## config.mk

```make
export PLATFORM = sky130hd
export DESIGN_NAME = pjd_ctrl
export DESIGN_NICKNAME = d
export VERILOG_FILES = /design/src/pjd_pkg.sv /design/src/pjd_ctrl.sv
export SDC_FILE = /design/constraint.sdc
export NUM_CORES = 1
export LEC_CHECK = 0
export BUFFER_PORTS_ARGS = -buffer_cell sky130_fd_sc_hd__buf_4
export CAP_MARGIN = 20
export CORE_AREA = 2 2 39 41
export CTS_CLUSTER_SIZE = 30
export DETAILED_ROUTE_END_ITERATION = 7
export DIE_AREA = 0 0 41 43
export PLACE_DENSITY_LB_ADDON = 0.15
export SYNTH_ARGS = -nofsm -noshare
export SYNTH_HDL_FRONTEND = slang
export SYNTH_SLANG_ARGS = --single-unit
```

## constraint.sdc

```tcl
create_clock -name clk -period 1.9 [get_ports clk]
set_input_delay 0.285 -clock clk [delete_from_list [all_inputs] [get_ports clk]]
set_output_delay 0.285 -clock clk [all_outputs]
set_load 0.005 [all_outputs]
```

## src/pjd_pkg.sv

```systemverilog
// Shared types, codes and default sizes of the priority job dispatcher.
`timescale 1ns / 1ps

package pjd_pkg;

    localparam int MAX_JOBS_DEF        = 512;
    localparam int PRIORITY_LEVELS_DEF = 5;

    localparam int OPCODE_W    = 2;
    localparam int PRIO_REQ_W  = 3;
    localparam int JOB_NUM_W   = 9;
    localparam int STATUS_W    = 3;
    localparam int JOB_ID_W    = 9;
    localparam int COUNT_W     = 10;
    localparam int RUNNING_W   = 7;
    localparam int LIMIT_W     = 7;
    localparam int IN_DATA_W   = 16;
    localparam int OUT_DATA_W  = 56;
    localparam logic [LIMIT_W-1:0] LIMIT_RESET = 7'd2;

    typedef enum logic [OPCODE_W-1:0] {
        OP_ADD      = 2'd0,
        OP_DISPATCH = 2'd1,
        OP_COMPLETE = 2'd2,
        OP_NONE     = 2'd3
    } opcode_t;

    typedef enum logic [STATUS_W-1:0] {
        RES_OK          = 3'd0,
        RES_TABLE_FULL  = 3'd1,
        RES_LIMIT       = 3'd2,
        RES_EMPTY       = 3'd3,
        RES_NOT_RUNNING = 3'd4
    } result_t;

    typedef enum logic [1:0] {
        JS_QUEUED  = 2'd0,
        JS_RUNNING = 2'd1,
        JS_DONE    = 2'd2,
        JS_FAILED  = 2'd3
    } job_state_t;

    typedef struct packed {
        logic capture;
        logic commit;
    } pjd_cmd_t;

endpackage

```

## src/pjd_ctrl.sv

```systemverilog
// Controller of the job dispatcher: command sequencing and output beat handshake.
`timescale 1ns / 1ps

module pjd_ctrl
(
    input  logic              clk,
    input  logic              rst_n,
    input  logic              s_tvalid,
    output logic              s_tready,
    output logic              m_tvalid,
    input  logic              m_tready,
    output pjd_pkg::pjd_cmd_t cmd
);
    import pjd_pkg::*;

    typedef enum logic [1:0] {
        S_IDLE = 2'b01,
        S_EXEC = 2'b10
    } state_t;

    state_t state_reg;
    state_t state_next;
    logic   out_valid_reg;
    logic   out_valid_next;
    logic   out_free;

    assign s_tready = (state_reg == S_IDLE);
    assign m_tvalid = out_valid_reg;
    assign out_free = !out_valid_reg || m_tready;

    always_comb
    begin
        state_next  = state_reg;
        cmd.capture = 1'b0;
        cmd.commit  = 1'b0;
        unique case (state_reg)
            S_IDLE:
            begin
                if (s_tvalid)
                begin
                    cmd.capture = 1'b1;
                    state_next  = S_EXEC;
                end
            end
            S_EXEC:
            begin
                if (out_free)
                begin
                    cmd.commit = 1'b1;
                    state_next = S_IDLE;
                end
            end
            default:
            begin
                state_next = S_IDLE;
            end
        endcase
    end

    always_comb
    begin
        out_valid_next = out_valid_reg;
        if (cmd.commit)
        begin
            out_valid_next = 1'b1;
        end
        else if (m_tready)
        begin
            out_valid_next = 1'b0;
        end
    end

    always_ff @(posedge clk or negedge rst_n)
    begin
        if (!rst_n)
        begin
            state_reg     <= S_IDLE;
            out_valid_reg <= 1'b0;
        end
        else
        begin
            state_reg     <= state_next;
            out_valid_reg <= out_valid_next;
        end
    end

endmodule

```

==> impl_results.md, run 1 <==
* CP top delay family: flip-flops
* Chip width at 41 um
* FFs w/ async S/R, synth at 100%
* Yosys cell types at 9
* Rows at 14
* GRT busiest layer: met4
* Port-buffer cells at 7
* H-Tree Depth at 1
* Post-Synth Simple-Gate Area at 27.3%
* Post-route design area at about 240 um2
* Xor and xnor area share after synthesis at 0%
* Worst setup SP type: flip-flop
* Crit share post-route at 73.1%
* Gr usage total at 4.33%
* DRC at 0
* Top-area cell type share of the netlist area at 36.4%
* Compound-Gate Fraction of Synth Area at 11.8%
* Routing usage on met3 at 4.71%
* Register area share after synthesis at a little under three fifths
* Share of layout cells above drive strength 1 at 47.8%
* Largest net degree at the start of global routing at 5
* CP Capture Type: output pin
* Net switching power at 0.0506 mW
* Worst path cell trace: nand2b_1 -> nor2b_1 -> buf_4
* Seq pwr share at between 30% and 40%
* Register clock-pin slew on the reported worst setup and hold paths at 30 ps
* Total grt overflow at 0
* CP Max Fanout at 4
* Final nets at 28
* Fillers at approximately 160
* Synth Area per Inst at 11.5 um2
* Starting Density at under 10%
* Multi-input gate area at 53.8 um2
* RSZ-0062 raised after global routing: false
* Slew headroom at 89.4%
* Synth top area cells: dfrtp_1, dfstp_2, nand2b_1, nor2b_1, a2bb2oi_1
* Hold Slack at 211 ps
* Resize count post-CTS at 0
* Boundary Pins at 8
* Diode count at 0
* Vias in the first global route at 116
* #FFs+latches synth at 3
* Core area at 1380 um2
* Hold Startpoint: s_tvalid
* Arr. time, crit path at about 1100 ps
* Avg Vias per Cell at a little under 3
* Critical Path Start: state_reg[0]
* Largest stage delay, worst path at between 500 and 600 ps
* CTS tree: yes
* Main combinational cell family by area after synthesis: simple AND/OR/NAND/NOR gates
* Pwr dens at 961 nW/um2
* Worst slack, placed at 741 ps
* Max reg flops at 2
* Final setup vio count at 0
* Final Hold Viols at 0
* Vias at roughly 120
* Logic gate share of total power at 18.2%
* Area after DPL at 203 um2
* WS Path Type: reg2out
* EDFF count, synth at 0
* Clk buf depth at 2
* Pleak at 0.115 nW
* Placer congestion estimate at 0.572
* Adder-Cell Fraction of Synth Area at 0%
* CP max stage cell: dfstp_2
* Cell count after synthesis at 12
* Post-CTS setup buffer count at 0
* Final core utilization at between 10% and 20%
* Synth area leader: dfrtp_1
* Final worst slack at approximately 510 ps
* Status: finished clean
* Routed len/inst at roughly 7.5 um
* Synth Cell Area at 138 um2
* Post-route ant nets at 0
* Syn Nets at 16
* Worst-margin pin slew at 158 ps
* Yosys warnings at 0
* CP bufs+invs at 1
* Area Overhead vs Synth at 73.6%
* Met1 Usage GRT at 4.85%
* Clk sinks at 3
* TNS Setup at 0 ps
* Peak Freq at slightly above 700 MHz
* Post-Route Skew at 1.38 ps
* R2r setup slk at roughly 940 ps
* Final WL at 292 um
* CTS buffer count at 3
* Clk pwr share at between 40% and 50%
* Commonest cells in the synthesized netlist: dfrtp_1, nand2b_1, nor2b_1
* Max Cap Viol at 0
* Data required, critical path at about 1600 ps
* Die Y at 43 um
* Tmin final at 1390 ps
* Clock Tree Root: clkbuf_4
* Reg area at 76.3 um2
* Hold buffers post-CTS at 1
* Dominant synthesized flop cell: dfrtp_1
* Skew-Pair Late Insertion Delay at 230 ps
* Sw frac at 22.0%
* GRT met2 Usage at 3.13%
* Initial antenna violation count at 0
* Die footprint at 1760 um2
* Multiplexer share of the synthesized area at 0%
* TritonRoute pass-1 iters at 2
* Worst VDD drop at 0.316 mV
* Reg2Reg Launch Point: state_reg[0]
* DRT iter0 DRCs at 2
* First-pass GRT wire length at 400 um
* Cell Int Power at 0.179 mW
* Fin. max-slew vios at 0
* Worst hold path class: in2reg
routing by layer:
layer / share of wire, % / wire length (um)
met1: 48 / 139
met2: 38 / 111
met3: 14 / 40
met4: 0 / 0
met5: 0 / 0
path summary, 6_finish.rpt:
check	to	depth (start not counted)
setup reg to reg	state_reg[0]	2
hold / removal	state_reg[0]	2
min in group asynchronous	state_reg[1]	2
hold reg to reg	m_tvalid	2
max in group asynchronous	state_reg[0]	2
setup / recovery	cmd[0]	3
layout by cell type, fill, tap and decap left out:
| cell type | netlist | layout |
|---|---|---|
| a2bb2oi_1 | 1 | 1 |
| and3b_1 | 1 | 1 |
| buf_4 | 1 | 7 |
| clkbuf_1 | 0 | 1 |
| clkbuf_4 | 0 | 3 |
| dfrtp_1 | 2 | 2 |
| dfstp_2 | 1 | 1 |
| dlygate4sd3_1 | 0 | 1 |
| nand2_1 | 1 | 1 |
| nand2b_1 | 2 | 2 |
| nor2b_1 | 2 | 2 |
| o21bai_1 | 1 | 1 |
worst reg2reg max path, stage by stage (launching register included):
cell and delay, ps:
dfstp_2 520, nand2b_1 160, a2bb2oi_1 200
cell families after synthesis:
logic type | count (synthesis)
AOI/OAI and AO/OA | 2
buffers and inverters | 1
DFF | 3
and+or+nand+nor | 6
metrics by stage:
stage | total power, mW | instances
2_1_floorplan | 0.0975 | 12
3_3_place_gp | 0.120 | 34
3_5_place_dp | 0.121 | 34
4_1_cts | 0.238 | 39
5_1_grt | 0.248 | 39
6_report | 0.230 | 39
power groups by stage:
stage / registers (mW) / clock network (mW) / logic [mW]
floorplan: 0.0785 / 0 / 0.0190
global placement: 0.0790 / 0 / 0.0412
detailed placement: 0.0793 / 0 / 0.0415
CTS: 0.0786 / 0.116 / 0.0431
global route: 0.0795 / 0.122 / 0.0460
finish: 0.0784 / 0.109 / 0.0419
area by class of cell:
| class | instances | area share [%] |
|---|---|---|
| clock buffers | 4 | 11.0 |
| multi-input cells | 8 | 22.5 |
| flip-flops and latches | 3 | 31.9 |
| well taps | 16 | 8.38 |
| repair buffers | 8 | 26.2 |
No activity file was read; power rests on OpenSTA's default activity.
==> inputs of run 2 (changes only) <==
--- a/config.mk
+++ b/config.mk
@@ -5,6 +5,7 @@
 export SDC_FILE = /design/constraint.sdc
 export NUM_CORES = 1
 export LEC_CHECK = 0
+export ABC_AREA = 1
 export BUFFER_PORTS_ARGS = -buffer_cell sky130_fd_sc_hd__buf_4
 export CAP_MARGIN = 20
 export CORE_AREA = 2 2 39 41
==> constraint.sdc (replaced) <==
create_clock -name clk -period 1.2 [get_ports clk]
set_input_delay 0.18 -clock clk [delete_from_list [all_inputs] [get_ports clk]]
set_output_delay 0.18 -clock clk [all_outputs]
set_load 0.005 [all_outputs]
==> run 2 against run 1 <==
  * The run now ends with setup timing left
  * Final area is 35% higher
  * Synthesized cell count is 83% higher
  * Routed wire length is 32% higher
  * Combinational power grew to 2.8 times the previous value
  * Clock power is 61% higher
  * Worst setup slack worse by 530 ps
  * Global-route usage is 1.9 points higher
  * Synthesized area is 12% higher
  * Sequential power is 61% higher
  * Largest power group unchanged
==> impl_results.md, run 2 <==
* Arr. time, crit path at 1040 ps (was 1100 ps)
* RSZ-0062 raised after global routing: true (was false)
* Worst r2r dst: state_reg[0] (unchanged)
* Tmin final at about 1200 ps
* DRC at 0 (unchanged)
* Die footprint at 1760 um2 (unchanged)
* Fillers at 165 (was 164)
* Rows at 14 (unchanged)
* Boundary Pins at 8 (unchanged)
* Synth top area cells: dfrtp_1, dfstp_2, inv_1, nand2_1, nor2_1 (was dfrtp_1, dfstp_2, nand2b_1, nor2b_1, a2bb2oi_1)
* Peak Freq at approximately 820 MHz
* Commonest non-fill, non-tap cell in the layout: buf_4 (unchanged)
* Final nets at 44 (was 28)
* Total grt overflow at 0 (unchanged)
* Vias in the first global route at 177 (was 116)
* CP Max Fanout at 2 (was 4)
* DPL Wire Length at ~260 um
* Register area share after synthesis at 49.6% (was 55.5%)
* Chip width at 41 um (unchanged)
* DRT iter0 DRCs at 3 (was 2)
* Register clock-pin slew on the reported worst setup and hold paths at 40 ps (was 30 ps)
* Status: finished, violations left (was finished clean)
* Slew headroom at 93.1% (was 89.4%)
* Cell count after synthesis at 22 (was 12)
* CP bufs+invs at 2 (was 1)
* Max reg flops at 2 (unchanged)
* FFs w/ async S/R, synth at 100% (unchanged)
* Pwr dens at 1300 nW/um2 (was 961 nW/um2)
* Commonest cells in the synthesized netlist: inv_1, nand2_1, nor2_1 (was dfrtp_1, nand2b_1, nor2b_1)
* Dominant synthesized flop cell: dfrtp_1 (unchanged)
* Diode count at 0 (unchanged)
* Synth area leader: dfrtp_1 (unchanged)
* Gr usage total at 6.22% (was 4.33%)
* Final setup vio count at 2 (was 0)
* Worst hold path class: in2reg (unchanged)
* Starting Density at 11.1% (was 9.95%)
* Synth Area per Inst at 7.00 um2 (was 11.5 um2)
* Crit share post-route at 101%
* Commonest non-fill, non-tap cells in the layout: buf_4, inv_1, nand2_1, clkbuf_4 (was buf_4, clkbuf_4, nand2b_1, nor2b_1, dfrtp_1)
* Clk sinks at 3 (unchanged)
* Failing checks: setup timing
* R2r setup slk at 20 ps (was 940 ps)
* Skew-Pair Late Insertion Delay at 230 ps (about the same)
* CTS tree: yes (unchanged)
* Worst reg-to-reg path cell count at 7 (was 2)
* Area Overhead vs Synth at 109% (was 73.6%)
* Hold Path End: state_reg[1] (was state_reg[0])
* Clk buf depth at 2 (unchanged)
* Post-Route Skew at 0.345 ps (was 1.38 ps)
* Final WL at 384 um (was 292 um)
* Worst-margin pin slew at 104 ps (was 158 ps)
* Post-route ant nets at 0 (unchanged)
* Yosys cell types at 7 (was 9)
* Final Hold Viols at 0 (unchanged)
* CP max stage cell: dfstp_2 (unchanged)
* Yosys warnings at 0 (unchanged)
* Routed len/inst at 6.98 um (was 7.49 um)
* Die Y at 43 um (unchanged)
* Synth Cell Area at 154 um2 (was 138 um2)
* Worst slack, placed at 171 ps (was 741 ps)
* CP top delay family: flip-flops (unchanged)
* Final core utilization at 23.2% (was 17.3%)
* Initial antenna violation count at 0 (unchanged)
* Port-buffer cells at 7 (unchanged)
* WS Path Type: reg2out (unchanged)
* H-Tree Depth at 1 (unchanged)
* Worst path cell trace: inv_2 -> nand2_2 -> nor2_2 -> buf_4 (was nand2b_1 -> nor2b_1 -> buf_4)
* Avg Vias per Cell at 3.22 (was 2.95)
* Top-area cell type share of the netlist area at 32.5% (was 36.4%)
* TritonRoute pass-1 iters at 2 (unchanged)
* Data required, critical path at 1020 ps (was 1620 ps)
* Max Cap Viol at 0 (unchanged)
* Worst VDD drop at 0.361 mV (was 0.316 mV)
* CP Capture Type: output pin (unchanged)
* Hold Startpoint: s_tvalid (unchanged)
* Largest net degree at the start of global routing at 4 (was 5)
* First-pass GRT wire length at 627 um (was 400 um)
* Core area at 1380 um2 (unchanged)
* #FFs+latches synth at 3 (unchanged)
* WHS Path Cells at 3 (was 2)
* Hold Slack at 180 ps (was 211 ps)
* Pleak at 0.197 nW (was 0.115 nW)
* CTS buffer count at 3 (unchanged)
* Final worst slack at -17.2 ps (was 512 ps)
* Reg2Reg Launch Point: state_reg[0] (unchanged)
* Placer congestion estimate at 0.601 (was 0.572)
* Fin. max-slew vios at 0 (unchanged)
* Syn Nets at 26 (was 16)
* Vias at 177 (was 115)
* EDFF count, synth at 0 (unchanged)
* Worst setup SP type: flip-flop (unchanged)
* Share of layout cells above drive strength 1 at 56.4% (was 47.8%)
* Largest stage delay, worst path at 550 ps (was 520 ps)
* Clock Tree Root: clkbuf_4 (unchanged)
run 2: cell count changes after synthesis, sizes merged, moves of 2 or more:
| cell | before | now |
|---|---|---|
| inv | 0 | 7 |
| nand2 | 1 | 7 |
| nor2 | 0 | 4 |
| nand2b | 2 | 0 |
| nor2b | 2 | 0 |
run 2: kinds of logic (layout without fill, tap and decap cells):
family	Yosys count	in the layout	share of synthesized area [%]
buf+inv	8	25	22.0
flops	3	3	49.6
simple gates	11	11	28.5
run 2: per-layer routing:
| metal | global-route usage, % | vias up | routed length, um |
|---|---|---|---|
| li1 | - | 91 | - |
| met1 | 5.14 | 76 | 141 |
| met2 | 7.81 | 10 | 196 |
| met3 | 4.71 | 0 | 46 |
| met4 | 8.00 | 0 | 0 |
| met5 | 0 | - | 0 |
run 2: area by class of cell:
cell class / instances / area [um2] / area share, %
Multi-Input combinational cell: 11 / 61.3 / 19.1
Sequential cell: 3 / 76.3 / 23.7
Clock buffer: 4 / 26.3 / 8.17
Inverter: 7 / 26.3 / 8.17
Timing Repair Buffer: 14 / 111 / 34.6
Tap cell: 16 / 20.0 / 6.23
run 2: worst register-to-register path, delay by kind of cell, from the launching register on:
family | cells | cell delay, ps
buffers and inverters | 4 | 380
flip-flops | 1 | 550
AND/OR/NAND/NOR | 3 | 190
run 2: worst max path at each step:
| stage | slack [ps] | from | depth (start not counted) | end |
|---|---|---|---|---|
| 3_3_place_gp | 180 | state_reg[0] | 4 | cmd[0] |
| 5_1_grt | -70 | state_reg[0] | 3 | cmd[1] |
| 6_report | -20 | state_reg[0] | 4 | cmd[0] |
| 4_1_cts | -40 | state_reg[0] | 3 | cmd[1] |
| 3_5_place_dp | 170 | state_reg[0] | 4 | cmd[0] |
| 2_1_floorplan | 220 | state_reg[0] | 4 | cmd[0] |
run 2: power breakdown:
group | leakage (nW) | internal (mW) | switching (mW) | total (mW)
Sequential | 0.0367 | 0.117 | 0.00843 | 0.126
Combinational | 0.145 | 0.0698 | 0.0475 | 0.117
Clock | 0.0150 | 0.125 | 0.0513 | 0.176
run 2: what timing repair did:
action                     CTS  global route
pin swaps                    2             2
hold endpoints to repair     3             0
setup endpoints to repair    3             4
hold buffers                 1             0
resized for setup            2             5
setup buffers                5             1
run 2: stage by stage:
stage                     instance area [um2]  std cells  power [mW]  TNS [ps]
after CTS                                 298         54       0.404     -55.6
after detailed placement                  219         44       0.194         0
after global placement                    219         44       0.193         0
after global routing                      322         55       0.459      -215
final                                     322         55       0.419     -29.4
after floorplan                           154         22       0.156         0
==> inputs of run 3 (changes only) <==
--- a/config.mk
+++ b/config.mk
@@ -12,6 +12,7 @@
 export CTS_CLUSTER_SIZE = 30
 export DETAILED_ROUTE_END_ITERATION = 7
 export DIE_AREA = 0 0 41 43
+export MAX_ROUTING_LAYER = met4
 export PLACE_DENSITY_LB_ADDON = 0.15
 export SYNTH_ARGS = -nofsm -noshare
 export SYNTH_HDL_FRONTEND = slang
==> run 3 against run 2 <==
  * The flow still finishes with violations (setup timing)
  * Clock skew about the same
  * Sequential share of layout area unchanged
  * Fmax about the same
  * Critical path type unchanged
  * Final area unchanged
  * Sequential power about the same
  * Worst setup slack about the same
  * Routed wire length decreased by 0.26%
  * Via count unchanged
==> impl_results.md, run 3 (synthesis gave the netlist of run 2 again) <==
* Boundary Pins at 8 (unchanged)
* Post-Route Skew at 0.371 ps (was 0.345 ps)
* H-Tree Depth at 1 (unchanged)
* Area Overhead vs Synth at 109% (unchanged)
* Reg2Reg Launch Point: state_reg[0] (unchanged)
* Arr. time, crit path at 1040 ps (about the same)
* Final core utilization at 23.2% (unchanged)
* Worst r2r dst: state_reg[0] (unchanged)
* DPL Wire Length at 264 um (unchanged)
* Post-route ant nets at 0 (unchanged)
* CP top delay family: flip-flops (unchanged)
* Placer congestion estimate at 0.605 (was 0.601)
* Commonest non-fill, non-tap cells in the layout: buf_4, inv_1, nand2_1, clkbuf_4 (unchanged)
* Final WL at 383 um (was 384 um)
* WS Path Type: reg2out (unchanged)
* Core area at 1380 um2 (unchanged)
* Initial antenna violation count at 0 (unchanged)
* Seq pwr share at 30.0% (about the same)
* Diode count at 0 (unchanged)
* Hold Path End: state_reg[1] (unchanged)
* Clk sinks at 3 (unchanged)
* CP max stage cell: dfstp_2 (unchanged)
* Final nets at 44 (unchanged)
* CP Max Fanout at 2 (unchanged)
* Clock Tree Root: clkbuf_4 (unchanged)
* Rows at 14 (unchanged)
* Largest net degree at the start of global routing at 4 (unchanged)
* Die footprint at 1760 um2 (unchanged)
* Avg Vias per Cell at 3.22 (unchanged)
* Data required, critical path at 1020 ps (about the same)
* Peak Freq at 821 MHz (was 822 MHz)
* Vias in the first global route at 182 (was 177)
* CP bufs+invs at 2 (unchanged)
* CP Capture Type: output pin (unchanged)
* Vias at 177 (unchanged)
* Area after DPL at 219 um2 (unchanged)
* Skew-Pair Late Insertion Delay at 230 ps (about the same)
* Max Cap Viol at 0 (unchanged)
* Clk pwr share at 42.0% (about the same)
* Final Hold Viols at 0 (unchanged)
* Worst reg-to-reg path cell count at 7 (unchanged)
* Largest stage delay, worst path at 550 ps (about the same)
* Die Y at 43 um (unchanged)
* Logic gate share of total power at 28.0% (about the same)
* Failing checks: setup timing (unchanged)
* Port-buffer cells at 7 (unchanged)
* First-pass GRT wire length at 621 um (was 627 um)
* R2r setup slk at 20 ps (about the same)
* Pwr dens at 1300 nW/um2 (about the same)
* Tmin final at 1220 ps (about the same)
* Starting Density at 11.1% (unchanged)
* Share of layout cells above drive strength 1 at 56.4% (unchanged)
* Chip width at 41 um (unchanged)
* Final worst slack at -17.4 ps (was -17.2 ps)
* Reg area at 76.3 um2 (unchanged)
* Crit share post-route at 101% (about the same)
* Multi-input gate area at 61.3 um2 (unchanged)
* Worst setup SP type: flip-flop (unchanged)
* Sw frac at 25.6% (about the same)
* Pleak at 0.197 nW (unchanged)
* Worst path cell trace: inv_2 -> nand2_2 -> nor2_2 -> buf_4 (unchanged)
* RSZ-0062 raised after global routing: true (unchanged)
* TritonRoute pass-1 iters at 2 (unchanged)
* CTS buffer count at 3 (unchanged)
* DRT iter0 DRCs at 2 (was 3)
* Gr usage total at 6.07% (was 6.22%)
* Routed len/inst at 6.96 um (was 6.98 um)
* Clk buf depth at 2 (unchanged)
* WHS Path Cells at 3 (unchanged)
* Inst Count DP at 44 (unchanged)
* Worst-margin pin slew at 104 ps (about the same)
* Cell Int Power at 0.311 mW (about the same)
* CTS tree: yes (unchanged)
* Total grt overflow at 0 (unchanged)
* Net switching power at 0.107 mW (about the same)
* Register clock-pin slew on the reported worst setup and hold paths at 40 ps (about the same)
* Worst VDD drop at 0.361 mV (about the same)
* Status: finished, violations left (unchanged)
* Fillers at 165 (unchanged)
* Finished Layout Cells at 55 (unchanged)
* Slew headroom at 93.1% (about the same)
* Final setup vio count at 2 (unchanged)
* Worst hold path class: in2reg (unchanged)
* Commonest non-fill, non-tap cell in the layout: buf_4 (unchanged)
* DRC at 0 (unchanged)
* Fin. max-slew vios at 0 (unchanged)
* Post-route design area at 322 um2 (unchanged)
* Hold Startpoint: s_tvalid (unchanged)
* Max reg flops at 2 (unchanged)
run 3: cell counts in the layout (fill, tap and decap cells not counted):
Identical to the previous run, type by type.
run 3: cell type report:
class                      count  share of cell area [%]
clock buffer                   4                    8.17
inverter                       7                    8.17
multi-input combinational     11                    19.1
sequential                     3                    23.7
tap                           16                    6.23
timing repair buffer          14                    34.6
run 3: power groups by stage:
stage          Combinational [mW]  Clock [mW]  Sequential (mW)
5_1_grt                     0.131       0.197            0.127
4_1_cts                     0.100       0.180            0.124
3_5_place_dp               0.0695           0            0.124
3_3_place_gp               0.0688           0            0.124
6_report                    0.117       0.176            0.126
2_1_floorplan              0.0330           0            0.123
run 3: worst max path at each step:
stage / start / end / slack, ps / cells past startpoint
finish: state_reg[0] / cmd[0] / -20 / 4
global route: state_reg[0] / cmd[1] / -60 / 3
CTS: state_reg[0] / cmd[1] / -40 / 3
detailed placement: state_reg[0] / cmd[0] / 170 / 4
global placement: state_reg[0] / cmd[0] / 180 / 4
floorplan: state_reg[0] / cmd[0] / 220 / 4
run 3: worst reg2reg max path, cell delays in order, from the launching register on:
cell and delay [ps]:
dfstp_2 550, nand2_4 60, nor2_4 90, buf_4 110, buf_4 90, buf_4 90, buf_4 90, nor2_1 40
run 3: metal layers:
layer,routed length [um],part of all wire (%),global-route usage (%)
met1,139,36,5.14
met2,200,52,7.81
met3,43,11,3.14
met4,0,0,8.00
met5,0,0,-
run 3: repair_timing:
| action | in CTS | in global routing |
|---|---|---|
| endpoints found under the hold margin | 3 | 0 |
| endpoints found under the setup margin | 3 | 4 |
| pin swaps | 2 | 2 |
| hold buffers | 1 | 0 |
| setup buffers | 5 | 1 |
| gates resized for setup | 2 | 5 |
run 3: stage by stage:
stage          worst slack [ps]  total power [mW]  hold slack [ps]  setup TNS, ps
2_1_floorplan               221             0.156             -116              0
3_3_place_gp                176             0.193            -29.6              0
3_5_place_dp                171             0.194            -28.3              0
4_1_cts                   -40.0             0.404              181          -55.6
5_1_grt                   -62.9             0.455              187           -200
6_report                  -17.4             0.419              180          -29.9
